## src/rtl/rdc_pkg.sv

```systemverilog
// ----------------------------------------------------------------------------
// rdc_pkg
// Shared types, codes and helpers for the radix digit converter.
// ----------------------------------------------------------------------------
`default_nettype none

package rdc_pkg;

	localparam int INT_BITS_DEF        = 31;
	localparam int FRAC_BITS_DEF       = 32;
	localparam int MAX_FRAC_DIGITS_DEF = 16;
	localparam int BASE_BITS_DEF       = 16;

	localparam int CFG_DATA_W = 16;
	localparam int CFG_IDX_W  = 1;
	localparam int DIG_W      = 16;
	localparam int SYM_W      = 7;
	localparam int CNT_FRAC_W = 5;

	localparam int BASE_RESET  = 10;
	localparam int COUNT_RESET = 5;
	localparam int BASE_MIN    = 2;
	localparam int BASE_SYMBOL = 62;

	localparam logic [CFG_IDX_W-1:0] REG_TARGET_BASE = 1'd0;
	localparam logic [CFG_IDX_W-1:0] REG_FRAC_COUNT  = 1'd1;

	localparam logic [DIG_W-1:0] SYM_OFS_DIGIT = 16'd48;
	localparam logic [DIG_W-1:0] SYM_OFS_UPPER = 16'd55;
	localparam logic [DIG_W-1:0] SYM_OFS_LOWER = 16'd61;
	localparam logic [DIG_W-1:0] SYM_LAST_UPPER = 16'd35;
	localparam logic [DIG_W-1:0] SYM_LAST_LOWER = 16'd61;
	localparam logic [DIG_W-1:0] SYM_DECIMAL    = 16'd10;

	typedef enum logic [2:0] {
		KIND_MINUS = 3'd0,
		KIND_INT   = 3'd1,
		KIND_POINT = 3'd2,
		KIND_FRAC  = 3'd3,
		KIND_ERROR = 3'd4
	} rdc_kind_t;

	typedef struct packed {
		logic      load;
		logic      div_step;
		logic      store;
		logic      div_start;
		logic      rd;
		logic      mul_start;
		logic      mul_step;
		logic      frac_take;
		logic      emit;
		rdc_kind_t kind;
		logic      last;
	} rdc_cmd_t;

	typedef struct packed {
		logic base_bad;
		logic sign_item;
		logic fr_zero;
		logic q_zero;
		logic cnt_last;
		logic nd_zero;
		logic fcnt_zero;
		logic fcnt_one;
		logic out_free;
	} rdc_status_t;

	function automatic logic [SYM_W-1:0] symbol_of(input logic [DIG_W-1:0] d);
		logic [DIG_W-1:0] s;
		if (d < SYM_DECIMAL) begin
			s = d + SYM_OFS_DIGIT;
		end else if (d <= SYM_LAST_UPPER) begin
			s = d + SYM_OFS_UPPER;
		end else if (d <= SYM_LAST_LOWER) begin
			s = d + SYM_OFS_LOWER;
		end else begin
			s = '0;
		end
		return s[SYM_W-1:0];
	endfunction

endpackage

`default_nettype wire

```

## src/rtl/radix_digit_converter.sv

```systemverilog
// ----------------------------------------------------------------------------
// radix_digit_converter
// Converts a signed fixed-point number into a stream of digit beats in a
// configured base: minus, integer digits, point, fraction digits or error.
// ----------------------------------------------------------------------------
//  Channel   Direction  Handshake             Payload
//  in        sink       in_valid / in_ready   is_negative, integer_magnitude,
//                                             fraction_bits
//  out       source     out_valid / out_ready item_kind, digit_value,
//                                             symbol_code, last_item
//  cfg       sink       cfg_wr_en             cfg_index, cfg_wr_data
//
// One number is converted at a time. Each integer digit is found by the
// restoring divider (one quotient bit per cycle) and written to the digit
// store; the digits are then read back (S_IREAD) and emitted (S_IEMIT). Each
// fraction digit is formed by the shift-and-add multiplier. Output stalls
// hold the sequencer at the next emit. The digit store needs no clearing
// after reset.
// ----------------------------------------------------------------------------
`default_nettype none

module radix_digit_converter
	import rdc_pkg::*;
#(
	parameter int INT_BITS        = INT_BITS_DEF,
	parameter int FRAC_BITS       = FRAC_BITS_DEF,
	parameter int MAX_FRAC_DIGITS = MAX_FRAC_DIGITS_DEF,
	parameter int BASE_BITS       = BASE_BITS_DEF
) (
	input  logic                  clk,
	input  logic                  arst_n,
	input  logic                  cfg_wr_en,
	input  logic [CFG_IDX_W-1:0]  cfg_index,
	input  logic [CFG_DATA_W-1:0] cfg_wr_data,
	input  logic                  in_valid,
	output logic                  in_ready,
	input  logic                  is_negative,
	input  logic [INT_BITS-1:0]   integer_magnitude,
	input  logic [FRAC_BITS-1:0]  fraction_bits,
	output logic                  out_valid,
	input  logic                  out_ready,
	output logic [2:0]            item_kind,
	output logic [DIG_W-1:0]      digit_value,
	output logic [SYM_W-1:0]      symbol_code,
	output logic                  last_item
);

	rdc_cmd_t    cmd;
	rdc_status_t status;

	rdc_ctrl u_ctrl (
		.clk      (clk),
		.arst_n   (arst_n),
		.in_valid (in_valid),
		.in_ready (in_ready),
		.status   (status),
		.cmd      (cmd)
	);

	rdc_dpath #(
		.INT_BITS        (INT_BITS),
		.FRAC_BITS       (FRAC_BITS),
		.MAX_FRAC_DIGITS (MAX_FRAC_DIGITS),
		.BASE_BITS       (BASE_BITS)
	) u_dpath (
		.clk               (clk),
		.arst_n            (arst_n),
		.cfg_wr_en         (cfg_wr_en),
		.cfg_index         (cfg_index),
		.cfg_wr_data       (cfg_wr_data),
		.is_negative       (is_negative),
		.integer_magnitude (integer_magnitude),
		.fraction_bits     (fraction_bits),
		.cmd               (cmd),
		.status            (status),
		.out_valid         (out_valid),
		.out_ready         (out_ready),
		.item_kind         (item_kind),
		.digit_value       (digit_value),
		.symbol_code       (symbol_code),
		.last_item         (last_item)
	);

endmodule

`default_nettype wire

```

## src/rtl/rdc_ctrl.sv

```systemverilog
// ----------------------------------------------------------------------------
// rdc_ctrl
// Sequencer that steps the datapath through error, sign, division, digit readout
// and fraction multiplication for one number.
// ----------------------------------------------------------------------------
`default_nettype none

module rdc_ctrl
	import rdc_pkg::*;
(
	input  logic        clk,
	input  logic        arst_n,
	input  logic        in_valid,
	output logic        in_ready,
	input  rdc_status_t status,
	output rdc_cmd_t    cmd
);

	typedef enum logic [10:0] {
		S_IDLE  = 11'b00000000001,
		S_START = 11'b00000000010,
		S_ERR   = 11'b00000000100,
		S_SIGN  = 11'b00000001000,
		S_DIV   = 11'b00000010000,
		S_STORE = 11'b00000100000,
		S_IREAD = 11'b00001000000,
		S_IEMIT = 11'b00010000000,
		S_POINT = 11'b00100000000,
		S_MUL   = 11'b01000000000,
		S_FEMIT = 11'b10000000000
	} state_t;

	state_t state_q, state_d;

	assign in_ready = (state_q == S_IDLE);

	always_ff @(posedge clk or negedge arst_n) begin
		if (!arst_n) begin
			state_q <= S_IDLE;
		end else begin
			state_q <= state_d;
		end
	end

	always_comb begin
		state_d = state_q;
		cmd     = '0;
		unique case (state_q)
			S_IDLE: begin
				if (in_valid) begin
					cmd.load = 1'b1;
					state_d  = S_START;
				end
			end
			S_START: begin
				if (status.base_bad) begin
					state_d = S_ERR;
				end else if (status.sign_item) begin
					state_d = S_SIGN;
				end else begin
					state_d = S_DIV;
				end
			end
			S_ERR: begin
				if (status.out_free) begin
					cmd.emit = 1'b1;
					cmd.kind = KIND_ERROR;
					cmd.last = 1'b1;
					state_d  = S_IDLE;
				end
			end
			S_SIGN: begin
				if (status.out_free) begin
					cmd.emit = 1'b1;
					cmd.kind = KIND_MINUS;
					state_d  = S_DIV;
				end
			end
			S_DIV: begin
				cmd.div_step = 1'b1;
				if (status.cnt_last) begin
					state_d = S_STORE;
				end
			end
			S_STORE: begin
				cmd.store = 1'b1;
				if (status.q_zero) begin
					state_d = S_IREAD;
				end else begin
					cmd.div_start = 1'b1;
					state_d       = S_DIV;
				end
			end
			S_IREAD: begin
				cmd.rd  = 1'b1;
				state_d = S_IEMIT;
			end
			S_IEMIT: begin
				if (status.out_free) begin
					cmd.emit = 1'b1;
					cmd.kind = KIND_INT;
					cmd.last = status.nd_zero && status.fr_zero;
					if (!status.nd_zero) begin
						state_d = S_IREAD;
					end else if (status.fr_zero) begin
						state_d = S_IDLE;
					end else begin
						state_d = S_POINT;
					end
				end
			end
			S_POINT: begin
				if (status.out_free) begin
					cmd.emit = 1'b1;
					cmd.kind = KIND_POINT;
					cmd.last = status.fcnt_zero;
					if (status.fcnt_zero) begin
						state_d = S_IDLE;
					end else begin
						cmd.mul_start = 1'b1;
						state_d       = S_MUL;
					end
				end
			end
			S_MUL: begin
				cmd.mul_step = 1'b1;
				if (status.cnt_last) begin
					state_d = S_FEMIT;
				end
			end
			S_FEMIT: begin
				if (status.out_free) begin
					cmd.emit      = 1'b1;
					cmd.kind      = KIND_FRAC;
					cmd.last      = status.fcnt_one;
					cmd.frac_take = 1'b1;
					if (status.fcnt_one) begin
						state_d = S_IDLE;
					end else begin
						cmd.mul_start = 1'b1;
						state_d       = S_MUL;
					end
				end
			end
			default: begin
				state_d = S_IDLE;
			end
		endcase
	end

endmodule

`default_nettype wire

```

## src/rtl/rdc_dpath.sv

```systemverilog
// ----------------------------------------------------------------------------
// rdc_dpath
// Configuration registers, bit-serial divider and multiplier, integer digit
// store and the output register.
// ----------------------------------------------------------------------------
`default_nettype none

module rdc_dpath
	import rdc_pkg::*;
#(
	parameter int INT_BITS        = INT_BITS_DEF,
	parameter int FRAC_BITS       = FRAC_BITS_DEF,
	parameter int MAX_FRAC_DIGITS = MAX_FRAC_DIGITS_DEF,
	parameter int BASE_BITS       = BASE_BITS_DEF
) (
	input  logic                  clk,
	input  logic                  arst_n,
	input  logic                  cfg_wr_en,
	input  logic [CFG_IDX_W-1:0]  cfg_index,
	input  logic [CFG_DATA_W-1:0] cfg_wr_data,
	input  logic                  is_negative,
	input  logic [INT_BITS-1:0]   integer_magnitude,
	input  logic [FRAC_BITS-1:0]  fraction_bits,
	input  rdc_cmd_t              cmd,
	output rdc_status_t           status,
	output logic                  out_valid,
	input  logic                  out_ready,
	output logic [2:0]            item_kind,
	output logic [DIG_W-1:0]      digit_value,
	output logic [SYM_W-1:0]      symbol_code,
	output logic                  last_item
);

	localparam int PW    = FRAC_BITS + BASE_BITS;
	localparam int CMAX  = (INT_BITS > BASE_BITS) ? INT_BITS : BASE_BITS;
	localparam int CNT_W = $clog2(CMAX + 1);
	localparam int ND_W  = $clog2(INT_BITS + 1);
	localparam int AW    = $clog2(INT_BITS);
	localparam int FC_W  = $clog2(MAX_FRAC_DIGITS + 1);

	logic [BASE_BITS-1:0]  base_q;
	logic [CNT_FRAC_W-1:0] count_q;
	logic                  neg_q;
	logic [INT_BITS-1:0]   ip_q;
	logic [INT_BITS-1:0]   dvd_q;
	logic [BASE_BITS-1:0]  rem_q;
	logic [FRAC_BITS-1:0]  frac_q;
	logic [PW-1:0]         prod_q;
	logic [BASE_BITS-1:0]  msh_q;
	logic [CNT_W-1:0]      cnt_q;
	logic [ND_W-1:0]       nd_q;
	logic [FC_W-1:0]       fcnt_q;
	logic [DIG_W-1:0]      store_q [INT_BITS];
	logic [DIG_W-1:0]      rdata_q;
	logic                  out_valid_q;
	rdc_kind_t             kind_q;
	logic [DIG_W-1:0]      digit_q;
	logic [SYM_W-1:0]      sym_q;
	logic                  last_q;

	logic [BASE_BITS:0]   trial;
	logic [BASE_BITS:0]   diff;
	logic                 take;
	logic [BASE_BITS-1:0] rem_next;
	logic [PW-1:0]        addend;
	logic [ND_W-1:0]      nd_dec;
	logic [DIG_W-1:0]     emit_digit;
	logic                 sym_mode;

	assign trial    = {rem_q, dvd_q[INT_BITS-1]};
	assign diff     = trial - {1'b0, base_q};
	assign take     = trial >= {1'b0, base_q};
	assign rem_next = take ? diff[BASE_BITS-1:0] : trial[BASE_BITS-1:0];
	assign addend   = msh_q[BASE_BITS-1] ? PW'(frac_q) : '0;
	assign nd_dec   = nd_q - ND_W'(1);
	assign sym_mode = base_q < BASE_BITS'(BASE_SYMBOL);

	always_comb begin
		case (cmd.kind)
			KIND_INT:  emit_digit = rdata_q;
			KIND_FRAC: emit_digit = DIG_W'(prod_q[PW-1:FRAC_BITS]);
			default:   emit_digit = '0;
		endcase
	end

	assign status.base_bad  = base_q < BASE_BITS'(BASE_MIN);
	assign status.sign_item = neg_q && ((ip_q != '0) || (frac_q != '0));
	assign status.fr_zero   = frac_q == '0;
	assign status.q_zero    = dvd_q == '0;
	assign status.cnt_last  = cnt_q == CNT_W'(1);
	assign status.nd_zero   = nd_q == '0;
	assign status.fcnt_zero = fcnt_q == '0;
	assign status.fcnt_one  = fcnt_q == FC_W'(1);
	assign status.out_free  = !out_valid_q || out_ready;

	always_ff @(posedge clk or negedge arst_n) begin
		if (!arst_n) begin
			base_q      <= BASE_BITS'(BASE_RESET);
			count_q     <= CNT_FRAC_W'(COUNT_RESET);
			out_valid_q <= 1'b0;
			cnt_q       <= '0;
			nd_q        <= '0;
			fcnt_q      <= '0;
		end else begin
			if (cfg_wr_en) begin
				unique case (cfg_index)
					REG_TARGET_BASE: base_q  <= BASE_BITS'(cfg_wr_data);
					REG_FRAC_COUNT:  count_q <= cfg_wr_data[CNT_FRAC_W-1:0];
					default:         base_q  <= base_q;
				endcase
			end
			if (cmd.emit) begin
				out_valid_q <= 1'b1;
			end else if (out_ready) begin
				out_valid_q <= 1'b0;
			end
			if (cmd.load || cmd.div_start) begin
				cnt_q <= CNT_W'(INT_BITS);
			end else if (cmd.mul_start) begin
				cnt_q <= CNT_W'(BASE_BITS);
			end else if (cmd.div_step || cmd.mul_step) begin
				cnt_q <= cnt_q - CNT_W'(1);
			end
			if (cmd.load) begin
				nd_q <= '0;
			end else if (cmd.store) begin
				nd_q <= nd_q + ND_W'(1);
			end else if (cmd.rd) begin
				nd_q <= nd_dec;
			end
			if (cmd.load) begin
				if (32'(count_q) > MAX_FRAC_DIGITS) begin
					fcnt_q <= FC_W'(MAX_FRAC_DIGITS);
				end else begin
					fcnt_q <= FC_W'(count_q);
				end
			end else if (cmd.frac_take) begin
				fcnt_q <= fcnt_q - FC_W'(1);
			end
		end
	end

	always_ff @(posedge clk) begin
		if (cmd.load) begin
			neg_q  <= is_negative;
			ip_q   <= integer_magnitude;
			dvd_q  <= integer_magnitude;
			rem_q  <= '0;
			frac_q <= fraction_bits;
		end else begin
			if (cmd.div_step) begin
				dvd_q <= {dvd_q[INT_BITS-2:0], take};
				rem_q <= rem_next;
			end else if (cmd.div_start) begin
				rem_q <= '0;
			end
			if (cmd.frac_take) begin
				frac_q <= prod_q[FRAC_BITS-1:0];
			end
		end
		if (cmd.mul_start) begin
			prod_q <= '0;
			msh_q  <= base_q;
		end else if (cmd.mul_step) begin
			prod_q <= {prod_q[PW-2:0], 1'b0} + addend;
			msh_q  <= {msh_q[BASE_BITS-2:0], 1'b0};
		end
		if (cmd.emit) begin
			kind_q  <= cmd.kind;
			digit_q <= emit_digit;
			last_q  <= cmd.last;
			if (((cmd.kind == KIND_INT) || (cmd.kind == KIND_FRAC)) && sym_mode) begin
				sym_q <= symbol_of(emit_digit);
			end else begin
				sym_q <= '0;
			end
		end
	end

	always_ff @(posedge clk) begin
		if (cmd.store) begin
			store_q[nd_q[AW-1:0]] <= DIG_W'(rem_q);
		end
		if (cmd.rd) begin
			rdata_q <= store_q[nd_dec[AW-1:0]];
		end
	end

	assign out_valid   = out_valid_q;
	assign item_kind   = kind_q;
	assign digit_value = digit_q;
	assign symbol_code = sym_q;
	assign last_item   = last_q;

endmodule

`default_nettype wire

```

## config.mk

```make
export PLATFORM = sky130hd
export DESIGN_NAME = radix_digit_converter
export DESIGN_NICKNAME = d
export VERILOG_FILES = /design/src/rtl/rdc_pkg.sv /design/src/rtl/radix_digit_converter.sv /design/src/rtl/rdc_ctrl.sv /design/src/rtl/rdc_dpath.sv
export SDC_FILE = /design/constraint.sdc
export NUM_CORES = 1
export LEC_CHECK = 0
export BUFFER_PORTS_ARGS = -buffer_cell sky130_fd_sc_hd__buf_4
export CAP_MARGIN = 0
export CELL_PAD_IN_SITES_DETAIL_PLACEMENT = 1
export CELL_PAD_IN_SITES_GLOBAL_PLACEMENT = 1
export CORE_MARGIN = 2
export CORE_UTILIZATION = 49
export DETAILED_ROUTE_END_ITERATION = 7
export PLACE_DENSITY_LB_ADDON = 0.1
export SETUP_SLACK_MARGIN = 0.1
export SLEW_MARGIN = 30
export SYNTH_ARGS = -nofsm -noshare
export SYNTH_HDL_FRONTEND = slang
export SYNTH_SLANG_ARGS = --single-unit
```

## constraint.sdc

```tcl
create_clock -name clk -period 5.6 [get_ports clk]
set_input_delay 0.84 -clock clk [delete_from_list [all_inputs] [get_ports clk]]
set_output_delay 0.84 -clock clk [all_outputs]
set_load 0.05 [all_outputs]
```

==> summary.txt, run 1 <==
Placed design
  – Dpl hpwl: 52,300 um
  – IO buf count: 114
  – DP Area: approximately 0.035 sq mm
  – Cell Count Post-Placement: roughly 3,200
  – Placer congestion estimate: around 0.84

Synthesis
  – Synth cell types: between 80 and 90
  – Sequential share of the synthesized area: roughly two thirds
  – Share of flip-flops with an asynchronous set or reset: under 10%
  – Ys flop type: edfxtp_1
  – Mapped cell area: 0.0329 sq mm
  – Cells after Synth: 2,218
  – #FFs+latches synth: roughly 760
  – Yosys warns: 0
  – Syn nets: roughly 2,400
  – EDFF count, synth: 650
  – Mean Syn Cell Area: 14.8 sq um

Timing
  – Final hold vios: 0
  – Rel. slew slack: 37.7%
  – Final min period: roughly 4.3 ns
  – Fmax achieved: ~0.23 GHz
  – Worst Skew: ~0.041 ns
  – Worst hold slack: 0.237 ns
  – Final period utilization: ~77%
  – Sum of negative setup slack: 0 ns
  – RSZ-0062 raised after global routing: false
  – Final setup fails: 0
  – Slew Viols, Final: 0
  – Worst-Margin Slew: a little over 0.9 ns

Clocking
  – Post-CTS Setup Bufs: 0
  – CTS max path bufs: 3
  – Clock-pin slew on the worst setup and hold paths: about 0.060 ns
  – Worst-Skew Late Latency: roughly 0.65 ns
  – TritonCTS buffer count: slightly above 80
  – CTS root buf: clkbuf_16
  – CTS tree: done
  – # hold bufs at CTS: 0
  – H-tree depth: 3
  – Post-CTS sizing: 0
  – Sink Count: 762

Global route
  – Vias in the first global route: approximately 21,000
  – First-pass GRT wire length: ~130,000 um
  – Pin count of the biggest net entering global routing: 85
  – Antenna violations before repair: 0
  – Global route overflow: 0
  – Global-route usage over all layers: between 20 and 25%

Hold path
  – Hold WC Path Type: in2async

Route
  – DRC viols: 0
  – Routed Wire Length: between 80,000 and 90,000 um
  – Drt initial violations: about 1,500
  – Vias: 19,535
  – DRT Pass-1 Iters: 5
  – Routed wire length per instance: approximately 25 um
  – Via-per-instance ratio: slightly below 6
  – Post-route ant nets: 0

Floorplan
  – I/O pin count: about 120
  – Core area: 0.0668 sq mm
  – Die H: 263 um
  – Die Footprint: between 0.06 and 0.07 sq mm
  – Initial core utilization: 49.3%
  – Die X-Extent: 263 um
  – Row count: 95

Setup path
  – Crit path largest cell delay: between 0.7 and 0.8 ns
  – Critical Path, Cell by Cell: nor3b_1 > and3_1 > a22o_1 > ha_1 > nand2_1 > a32oi_1 > o21ai_0 > a211oi_2 > o211ai_1 > a311o_1 > a21oi_1
  – Crit-path max FO: 18
  – WS Path Type: reg2reg
  – Crit start category: register
  – Required @ worst endpoint: ~6.1 ns
  – Crit. End Element: register
  – CP Data Arrival Time: 4.79 ns
  – Critical path's slowest cell: and3_1

Layout
  – P&R area growth vs syn: 15.0%
  – Ant diodes: 0
  – Finished Layout Cells: approximately 3,300
  – Design area: approximately 0.038 sq mm
  – Filler cell count: between 6,000 and 7,000
  – NumNets Final: ~2,500
  – Layout cell share with drive strength beyond 1: between 20% and 30%

Power and ir drop
  – Power Density: between 400 and 500 mW/mm^2
  – P_leak: about 14 nW
  – Worst vdd ir: 0.380 mV

Run
  – Max cap viols: 0

Status
  – Status: complete, no violations
## cells by family after synthesis
family / Yosys count / synth area share, %
AO/OA/AOI/OAI: 328 / 6.27
XOR/XNOR: 66 / 1.76
adder cells (fa/ha/maj): 64 / 2.48
buffers and inverters: 146 / 1.79
flip-flops: 762 / 66.9
multiplexers: 195 / 11.5
AND/OR/NAND/NOR: 657 / 9.33
## sequential cells by signal, summed over array words and instances, names as in the netlist, 31 cells and up
| register | flops |
|---|---|
| u_dpath.frac_q | 32 |
| u_dpath.ip_q | 31 |
| u_dpath.prod_q | 48 |
| u_dpath.store_q | 496 |
| u_dpath.dvd_q | 31 |
## critical path, delay by kind of cell, from the launching register on
| family | cells | cell delay (ns) |
|---|---|---|
| simple gates | 3 | 1.36 |
| fa+ha+maj | 1 | 0.31 |
| flops | 1 | 0.54 |
| compound gates | 7 | 1.93 |
## synthesized netlist by cell type (14+ instances only)
cell	instances	area, sq um
nand3_1	44	220
xor2_1	36	315
dfrtp_1	43	1080
xnor2_1	30	263
mux4_2	144	3240
and3_1	14	87.6
nand2b_1	17	106
edfxtp_1	650	19500
nor3_1	22	110
mux2i_1	27	270
clkbuf_1	65	244
dfxtp_1	64	1280
buf_2	14	70.1
nand2_1	317	1190
a22o_1	16	140
inv_1	49	184
mux2_2	24	270
ha_1	62	776
nor2_1	102	383
nand4_1	18	113
and2_1	39	244
o21ai_0	122	611
a21oi_1	70	350
nor4_1	29	181
## worst paths after layout
kind                                                 start                                   end  slack, ns  cells past startpoint
setup / recovery             u_ctrl.state_q[7]$_DFFE_PN0P_  u_dpath.symbol_code[5]$_SDFFCE_PN0P_       1.29                     11
hold / removal                                      arst_n         u_dpath.base_q[5]$_DFFE_PN0P_       0.24                      1
setup reg to reg             u_ctrl.state_q[7]$_DFFE_PN0P_  u_dpath.symbol_code[5]$_SDFFCE_PN0P_       1.29                     11
hold reg to reg            u_dpath.prod_q[29]$_SDFFE_PP0P_       u_dpath.prod_q[29]$_SDFFE_PP0P_       0.48                      2
max in group asynchronous                           arst_n           u_dpath.nd_q[0]$_DFFE_PN0P_       4.83                      1
min in group clk                               is_negative               u_dpath.neg_q$_DFFE_PP_       0.40                      1
## per-layer routing
| layer | global-route usage, % | share of wire, % | vias up |
|---|---|---|---|
| met1 | 31.9 | 42 | 10032 |
| li1 | - | - | 8847 |
| met4 | 9.70 | 4.0 | 0 |
| met3 | 4.45 | 4.8 | 171 |
| met5 | 0 | 0 | - |
| met2 | 41.3 | 49 | 485 |
## cell type report
type	instances	area (sq um)	area share (%)
sequential	762	22000	58.2
multi-input combinational	1310	10400	27.4
clock buffer	104	2200	5.83
timing repair buffer	180	1390	3.68
tap	873	1090	2.89
clock inverter	46	584	1.54
inverter	52	196	0.519
## power breakdown
group / internal (W) / switching (W) / total [W]
Sequential: 0.00660 / 0.000214 / 0.00681
Combinational: 0.00198 / 0.00246 / 0.00444
Clock: 0.00328 / 0.00228 / 0.00556
Total: 0.0119 / 0.00496 / 0.0168
## cell usage in the layout (no fill, tap or decap), types with 42 or more instances in the layout
cell       count
inv_1         49
nand2_1      317
mux4_2       144
dfrtp_1       42
o21ai_0      122
nor2_1        99
dfxtp_1       64
buf_4        176
clkbuf_16     82
a21oi_1       70
ha_1          61
edfxtp_1     650
nand3_1       44
## through the flow
stage                     util [%]  power, W  setup slack (ns)
after global placement        52.5    0.0113              1.04
final                         56.6    0.0168              1.29
after global routing          56.6    0.0175             0.999
after detailed placement      52.5    0.0114              1.03
after CTS                     56.6    0.0170              1.29
after floorplan                  -    0.0100              1.70
No activity file was read; power rests on OpenSTA's default activity.
==> inputs of run 2 (changes only) <==
==> constraint.sdc (replaced) <==
create_clock -name clk -period 4.4 [get_ports clk]
set_input_delay 0.66 -clock clk [delete_from_list [all_inputs] [get_ports clk]]
set_output_delay 0.66 -clock clk [all_outputs]
set_load 0.05 [all_outputs]
==> run 2 against run 1 <==
Net effect:
- cell count up 0.24%
- sequential cell count unchanged
- power up 27%
- sequential share of layout area up 0.13 points
- combinational power up 35%
- first-iteration DRC count down 4.7%
- largest power group unchanged
==> summary.txt, run 2 (synthesis gave the netlist of run 1 again) <==
Route
  – Drt initial violations: 1,472 (-4.7%)
  – Routed wire length per instance: 24.9 um (-1.1%)
  – Via-per-instance ratio: 5.82 (-0.84%)
  – Post-route ant nets: 0 (unchanged)
  – Vias: 19,417 (-0.60%)
  – DRT Pass-1 Iters: 5 (unchanged)
  – Routed Wire Length: 83,000 um (-0.83%)
  – DRC viols: 0 (unchanged)

Setup path
  – Critical path's slowest cell: a211oi_2
  – Cell family with most CP delay: compound AO/OA/AOI/OAI gates
  – Required @ worst endpoint: 4.87 ns (-1.21 ns)
  – Crit-path max FO: 22 (+4)
  – Critical Path, Cell by Cell: nor2_1 > and4b_4 > and3_4 > a22o_1 > ha_1 > nand2_1 > a32oi_1 > o21ai_0 > a211oi_2 > a221oi_1 > a311o_1 > a21oi_1
  – CP Data Arrival Time: 4.33 ns (-0.46 ns)
  – Crit path largest cell delay: 0.52 ns (-0.19 ns)
  – R2r setup slk: 0.54 ns (-0.75 ns)
  – WS Path Type: reg2reg
  – Crit. End Element: register
  – Crit start category: register
  – CP bufs+invs: 0 (unchanged)

Floorplan
  – Initial core utilization: 49.3% (unchanged)
  – Die H: 263 um (unchanged)
  – I/O pin count: 115 (unchanged)
  – Core area: 0.0668 sq mm (unchanged)
  – Row count: 95 (unchanged)
  – Die Footprint: 0.0692 sq mm (unchanged)
  – Die X-Extent: 263 um (unchanged)

Clocking
  – H-tree depth: 3 (unchanged)
  – # hold bufs at CTS: 0 (unchanged)
  – Worst-Skew Late Latency: 0.65 ns (about the same)
  – Clock-pin slew on the worst setup and hold paths: 0.06 ns (about the same)
  – TritonCTS buffer count: 80 (-1.2%)
  – CTS tree: done
  – CTS max path bufs: 3 (unchanged)
  – Post-CTS sizing: 0 (unchanged)
  – Sink Count: 762 (unchanged)
  – Post-CTS Setup Bufs: 0 (unchanged)
  – CTS root buf: clkbuf_16

Status
  – Status: complete, no violations

Power and ir drop
  – Power Density: 564 mW/mm^2 (+27%)
  – Worst vdd ir: 0.508 mV (+34%)
  – P_leak: 13.6 nW (-0.29%)
  – Pwr Total: 0.0213 W (+27%)

Placed design
  – Placer congestion estimate: 0.863 (+3.2%)
  – IO buf count: 114 (unchanged)
  – Dpl hpwl: 52,700 um (+0.83%)

Layout
  – Multi-input gate area: 0.0104 sq mm (about the same)
  – Ant diodes: 0 (unchanged)
  – NumNets Final: 2,548 (+0.43%)
  – Layout cell share with drive strength beyond 1: 20.7% (-0.39 points)
  – Max FFs per register: 496 (unchanged)
  – P&R area growth vs syn: 14.7%
  – Commonest cells after routing, fill and taps aside: edfxtp_1 (650), nand2_1 (317), buf_4 (187)
  – Most common cell after layout, fill and taps aside: edfxtp_1
  – Finished Core Util: 56.5% (-0.12 points)
  – Filler cell count: 6,331 (-0.16%)
  – FF/Latch Area: 0.0220 sq mm (unchanged)

Global route
  – Global route overflow: 0 (unchanged)
  – Vias in the first global route: 21,323 (+2.0%)
  – Pin count of the biggest net entering global routing: 67 (-21%)
  – Global-route usage over all layers: 24.4% (-0.17 points)
  – Antenna violations before repair: 1 (+1)
  – First-pass GRT wire length: 128,000 um (-0.13%)

Timing
  – Rel. slew slack: 41.4% (+3.8 points)
  – Final hold vios: 0 (unchanged)
  – Worst Skew: 0.0420 ns (+0.000695 ns)
  – RSZ-0062 raised after global routing: false
  – Final setup fails: 0 (unchanged)
  – Slew Viols, Final: 0 (unchanged)
  – Fmax achieved: 0.259 GHz (+12%)
  – Worst-Margin Slew: 0.876 ns (-0.0595 ns)
  – Final min period: 3.86 ns (-0.453 ns)
  – Sum of negative setup slack: 0 ns (unchanged)
  – Final period utilization: 87.7% (+11 points)

Hold path
  – Hold WC Path Type: in2async

Run
  – Max cap viols: 0 (unchanged)
-- run 2: stage by stage --
step / worst slack [ns] / hold WS [ns] / std cells / cell area (sq um)
2_1_floorplan: 0.498 / 0.364 / 2218 / 32900
4_1_cts: 0.533 / 0.0445 / 3335 / 37800
3_3_place_gp: 0.491 / 0.474 / 3188 / 35100
3_5_place_dp: 0.436 / 0.489 / 3189 / 35200
6_report: 0.542 / 0.0485 / 3335 / 37800
5_1_grt: 0.290 / 0.0675 / 3335 / 37800
-- run 2: layout make-up --
class                   count  area share (%)
clock buffers             106            5.70
well taps                 873            2.89
clock inverters            40            1.15
multi-input cells        1310            27.5
repair buffers            192            3.98
inverters                  52           0.520
flip-flops and latches    762            58.3
-- run 2: worst reg2reg max path: cells and delay by family (launching register included) --
family | cells | cell delay (ns)
and+or+nand+nor | 4 | 1.07
adders and majority gates | 1 | 0.27
DFF | 1 | 0.51
AOI/OAI and AO/OA | 7 | 1.87
-- run 2: path summary, 6_finish.rpt --
| check | startpoint | end | cells after the start |
|---|---|---|---|
| max in group asynchronous | arst_n | u_dpath.nd_q[0]$_DFFE_PN0P_ | 1 |
| min | arst_n | u_dpath.base_q[6]$_DFFE_PN0P_ | 1 |
| max | u_ctrl.state_q[3]$_DFFE_PN0P_ | u_dpath.symbol_code[5]$_SDFFCE_PN0P_ | 12 |
| max reg2reg | u_ctrl.state_q[3]$_DFFE_PN0P_ | u_dpath.symbol_code[5]$_SDFFCE_PN0P_ | 12 |
| min in group clk | is_negative | u_dpath.neg_q$_DFFE_PP_ | 1 |
| min reg2reg | u_dpath.prod_q[16]$_SDFFE_PP0P_ | u_dpath.prod_q[16]$_SDFFE_PP0P_ | 2 |
-- run 2: routing by layer --
metal	up-vias	part of all wire, %	track usage [%]
li1	8849	-	-
met4	0	3.2	8.22
met2	416	51	42.9
met1	10007	42	31.0
met5	-	0	0
met3	145	3.8	3.78
-- run 2: where the power goes --
| part | switching, W | leakage [nW] | internal, W |
|---|---|---|---|
| registers | 0.000234 | 7.13 | 0.00840 |
| logic | 0.00341 | 5.20 | 0.00260 |
| clock network | 0.00284 | 1.25 | 0.00382 |
==> inputs of run 3 (changes only) <==
--- a/config.mk
+++ b/config.mk
@@ -11,6 +11,7 @@
 export CELL_PAD_IN_SITES_GLOBAL_PLACEMENT = 1
 export CORE_MARGIN = 2
 export CORE_UTILIZATION = 49
+export CTS_BUF_LIST = sky130_fd_sc_hd__clkbuf_4
 export DETAILED_ROUTE_END_ITERATION = 7
 export PLACE_DENSITY_LB_ADDON = 0.1
 export SETUP_SLACK_MARGIN = 0.1
==> run 3 against run 2 <==
Net effect:
- critical path depth fell by 6
- wire length rose by 2.5%
- clock power fell by 11%
- design area rose by 1.9%
- power fell by 3.2%
- register-to-register slack improved by 0.03 ns
==> summary.txt, run 3 (synthesis gave the netlist of run 1 again) <==
Global route
  – Grt met3 use: 4.78% (+1.0 points)
  – GR peak layer: met2
  – GR Util met2: 44.0% (+1.0 points)
  – Global route overflow: 0 (unchanged)
  – Pin count of the biggest net entering global routing: 67 (unchanged)
  – Vias in the first global route: 22,689 (+6.4%)
  – Met1 Usage GRT: 30.9% (-0.081 points)
  – First-pass GRT wire length: 132,000 um (+3.0%)
  – Antenna violations before repair: 3 (+2)
  – Global-route usage over all layers: 25.1% (+0.73 points)

Setup path
  – Crit-path max FO: 6 (-73%)
  – Crit-path most repeated cell: buf_4
  – CP bufs+invs: 2 (+2)
  – CP Data Arrival Time: 3.20 ns (-1.13 ns)
  – WS Path Type: reg2out
  – Crit. End Element: primary output
  – R2r setup slk: 0.57 ns (+0.03 ns)
  – Crit path largest cell delay: 0.45 ns (-0.07 ns)
  – Required @ worst endpoint: 3.74 ns (-1.13 ns)
  – Crit start category: register
  – Critical path's slowest cell: nor2_1
  – Critical Path, Cell by Cell: nor2_1 > buf_4 > nand2_1 > or3_1 > nor4b_4 > buf_4
  – Cell family with most CP delay: simple AND/OR/NAND/NOR gates

Timing
  – Final min period: 3.86 ns (+0.00414 ns)
  – Worst-Margin Slew: 0.861 ns (-0.0149 ns)
  – RSZ-0062 raised after global routing: false
  – Final setup fails: 0 (unchanged)
  – Rel. slew slack: 42.6% (+1.2 points)
  – Final hold vios: 0 (unchanged)
  – Sum of negative setup slack: 0 ns (unchanged)
  – Slew Viols, Final: 0 (unchanged)
  – Fmax achieved: 0.259 GHz (-0.11%)
  – Setup ws final: 0.538 ns (-0.00414 ns)
  – Worst Skew: 0.0639 ns (+0.0219 ns)
  – Final period utilization: 87.8% (+0.094 points)

Layout
  – Filler cell count: 6,467 (+2.1%)
  – Commonest cells after routing, fill and taps aside: edfxtp_1 (650), nand2_1 (317), clkbuf_4 (277)
  – Finished Layout Cells: 3,620 (+8.5%)
  – Layout cell share with drive strength beyond 1: 25.6% (+4.9 points)
  – Design area: 0.0385 sq mm (+1.9%)
  – Max FFs per register: 496 (unchanged)
  – Most common cell after layout, fill and taps aside: edfxtp_1
  – P&R area growth vs syn: 16.9%
  – NumNets Final: 2,748 (+7.8%)

Power and ir drop
  – P_leak: 14.1 nW (+4.1%)
  – Power Density: 536 mW/mm^2 (-5.0%)
  – Pwr Total: 0.0206 W (-3.2%)
  – Worst vdd ir: 0.406 mV (-20%)

Hold path
  – Hold WC Path Type: in2reg

Run
  – Max cap viols: 0 (unchanged)

Clocking
  – Clock-pin slew on the worst setup and hold paths: 0.06 ns (about the same)
  – Sink Count: 762 (unchanged)
  – Post-CTS Setup Bufs: 0 (unchanged)
  – Post-CTS sizing: 0 (unchanged)
  – CTS max path bufs: 3 (unchanged)
  – CTS root buf: clkbuf_4
  – Worst-Skew Late Latency: 1.05 ns (+0.40 ns)
  – CTS tree: done
  – TritonCTS buffer count: 193 (+140%)
  – H-tree depth: 4 (+1)
  – # hold bufs at CTS: 87 (+87)

Placed design
  – Placer congestion estimate: 0.863 (unchanged)
  – IO buf count: 114 (unchanged)
  – Dpl hpwl: 52,700 um (unchanged)
  – DP Area: 0.0352 sq mm (unchanged)
  – Cell Count Post-Placement: 3,189 (unchanged)
  – DP Worst Slack: 0.436 ns (unchanged)

Floorplan
  – Core area: 0.0668 sq mm (unchanged)
  – Die X-Extent: 263 um (unchanged)
  – Die Footprint: 0.0692 sq mm (unchanged)
  – Die H: 263 um (unchanged)
  – I/O pin count: 115 (unchanged)
  – Initial core utilization: 49.3% (unchanged)
  – Row count: 95 (unchanged)

Route
  – Drt initial violations: 1,306 (-11%)
  – Post-route ant nets: 0 (unchanged)
  – Routed Wire Length: 85,100 um (+2.5%)
  – DRC viols: 0 (unchanged)
  – Vias: 20,534 (+5.8%)
  – Via-per-instance ratio: 5.67 (-2.6%)
  – Routed wire length per instance: 23.5 um (-5.6%)
  – DRT Pass-1 Iters: 5 (unchanged)

Status
  – Status: complete, no violations
-- run 3: cell types whose count changed in the layout (fill, tap and decap cells not counted), moves of 2 or more --
cell / previous run / this run
bufinv_16: 6 / 2
clkbuf_4: 0 / 277
clkbuf_1: 23 / 0
dlygate4sd3_1: 0 / 87
clkinv_2: 13 / 10
clkinv_8: 2 / 0
clkinv_1: 15 / 41
clkinv_16: 3 / 0
diode_2: 0 / 3
inv_6: 0 / 5
clkbuf_16: 82 / 0
inv_2: 2 / 5
-- run 3: per-stage QoR --
| step | utilization (%) | hold slack [ns] |
|---|---|---|
| finish | 57.6 | 0.0648 |
| detailed placement | 52.6 | 0.489 |
| global route | 57.6 | -0.00315 |
| CTS | 57.6 | 0.000915 |
| floorplan | - | 0.364 |
| global placement | 52.6 | 0.474 |
-- run 3: cell type report --
class | instances | area (sq um) | area share [%]
clock inverter | 64 | 349 | 0.907
timing repair buffer | 279 | 2370 | 6.17
tap | 873 | 1090 | 2.84
sequential | 762 | 22000 | 57.2
clock buffer | 277 | 2080 | 5.40
multi-input combinational | 1310 | 10400 | 26.9
antenna | 3 | 7.51 | 0.0195
inverter | 52 | 196 | 0.510
-- run 3: report_power, final --
part	total (W)	internal, W	switching (W)
registers	0.00863	0.00840	0.000236
logic	0.00603	0.00265	0.00338
clock network	0.00596	0.00303	0.00293
-- run 3: worst register-to-register path: stages (launching register included) --
cell	delay (ns)
dfrtp_1	0.51
nor2_1	0.24
and4b_4	0.34
and3_4	0.40
a22o_1	0.28
ha_1	0.27
nand2_1	0.08
a32oi_1	0.16
o21ai_0	0.24
a211oi_2	0.52
a221oi_1	0.19
a311o_1	0.35
a21oi_1	0.14
-- run 3: metal layers --
| layer | share of wire (%) | vias up |
|---|---|---|
| met4 | 2.6 | 0 |
| met2 | 52 | 510 |
| met3 | 4.4 | 151 |
| met1 | 41 | 10493 |
| met5 | 0 | - |
| li1 | - | 9380 |
-- run 3: worst paths after layout --
| path | from | to | cells after the start |
|---|---|---|---|
| min reg2reg | u_dpath.prod_q[16]$_SDFFE_PP0P_ | u_dpath.prod_q[16]$_SDFFE_PP0P_ | 2 |
| min | cfg_index | u_dpath.base_q[9]$_DFFE_PN0P_ | 3 |
| max | u_ctrl.state_q[6]$_DFFE_PN0P_ | in_ready | 6 |
| max in group asynchronous | arst_n | u_dpath.nd_q[0]$_DFFE_PN0P_ | 2 |
| min in group asynchronous | arst_n | u_dpath.base_q[6]$_DFFE_PN0P_ | 2 |
| max reg2reg | u_ctrl.state_q[3]$_DFFE_PN0P_ | u_dpath.symbol_code[5]$_SDFFCE_PN0P_ | 12 |
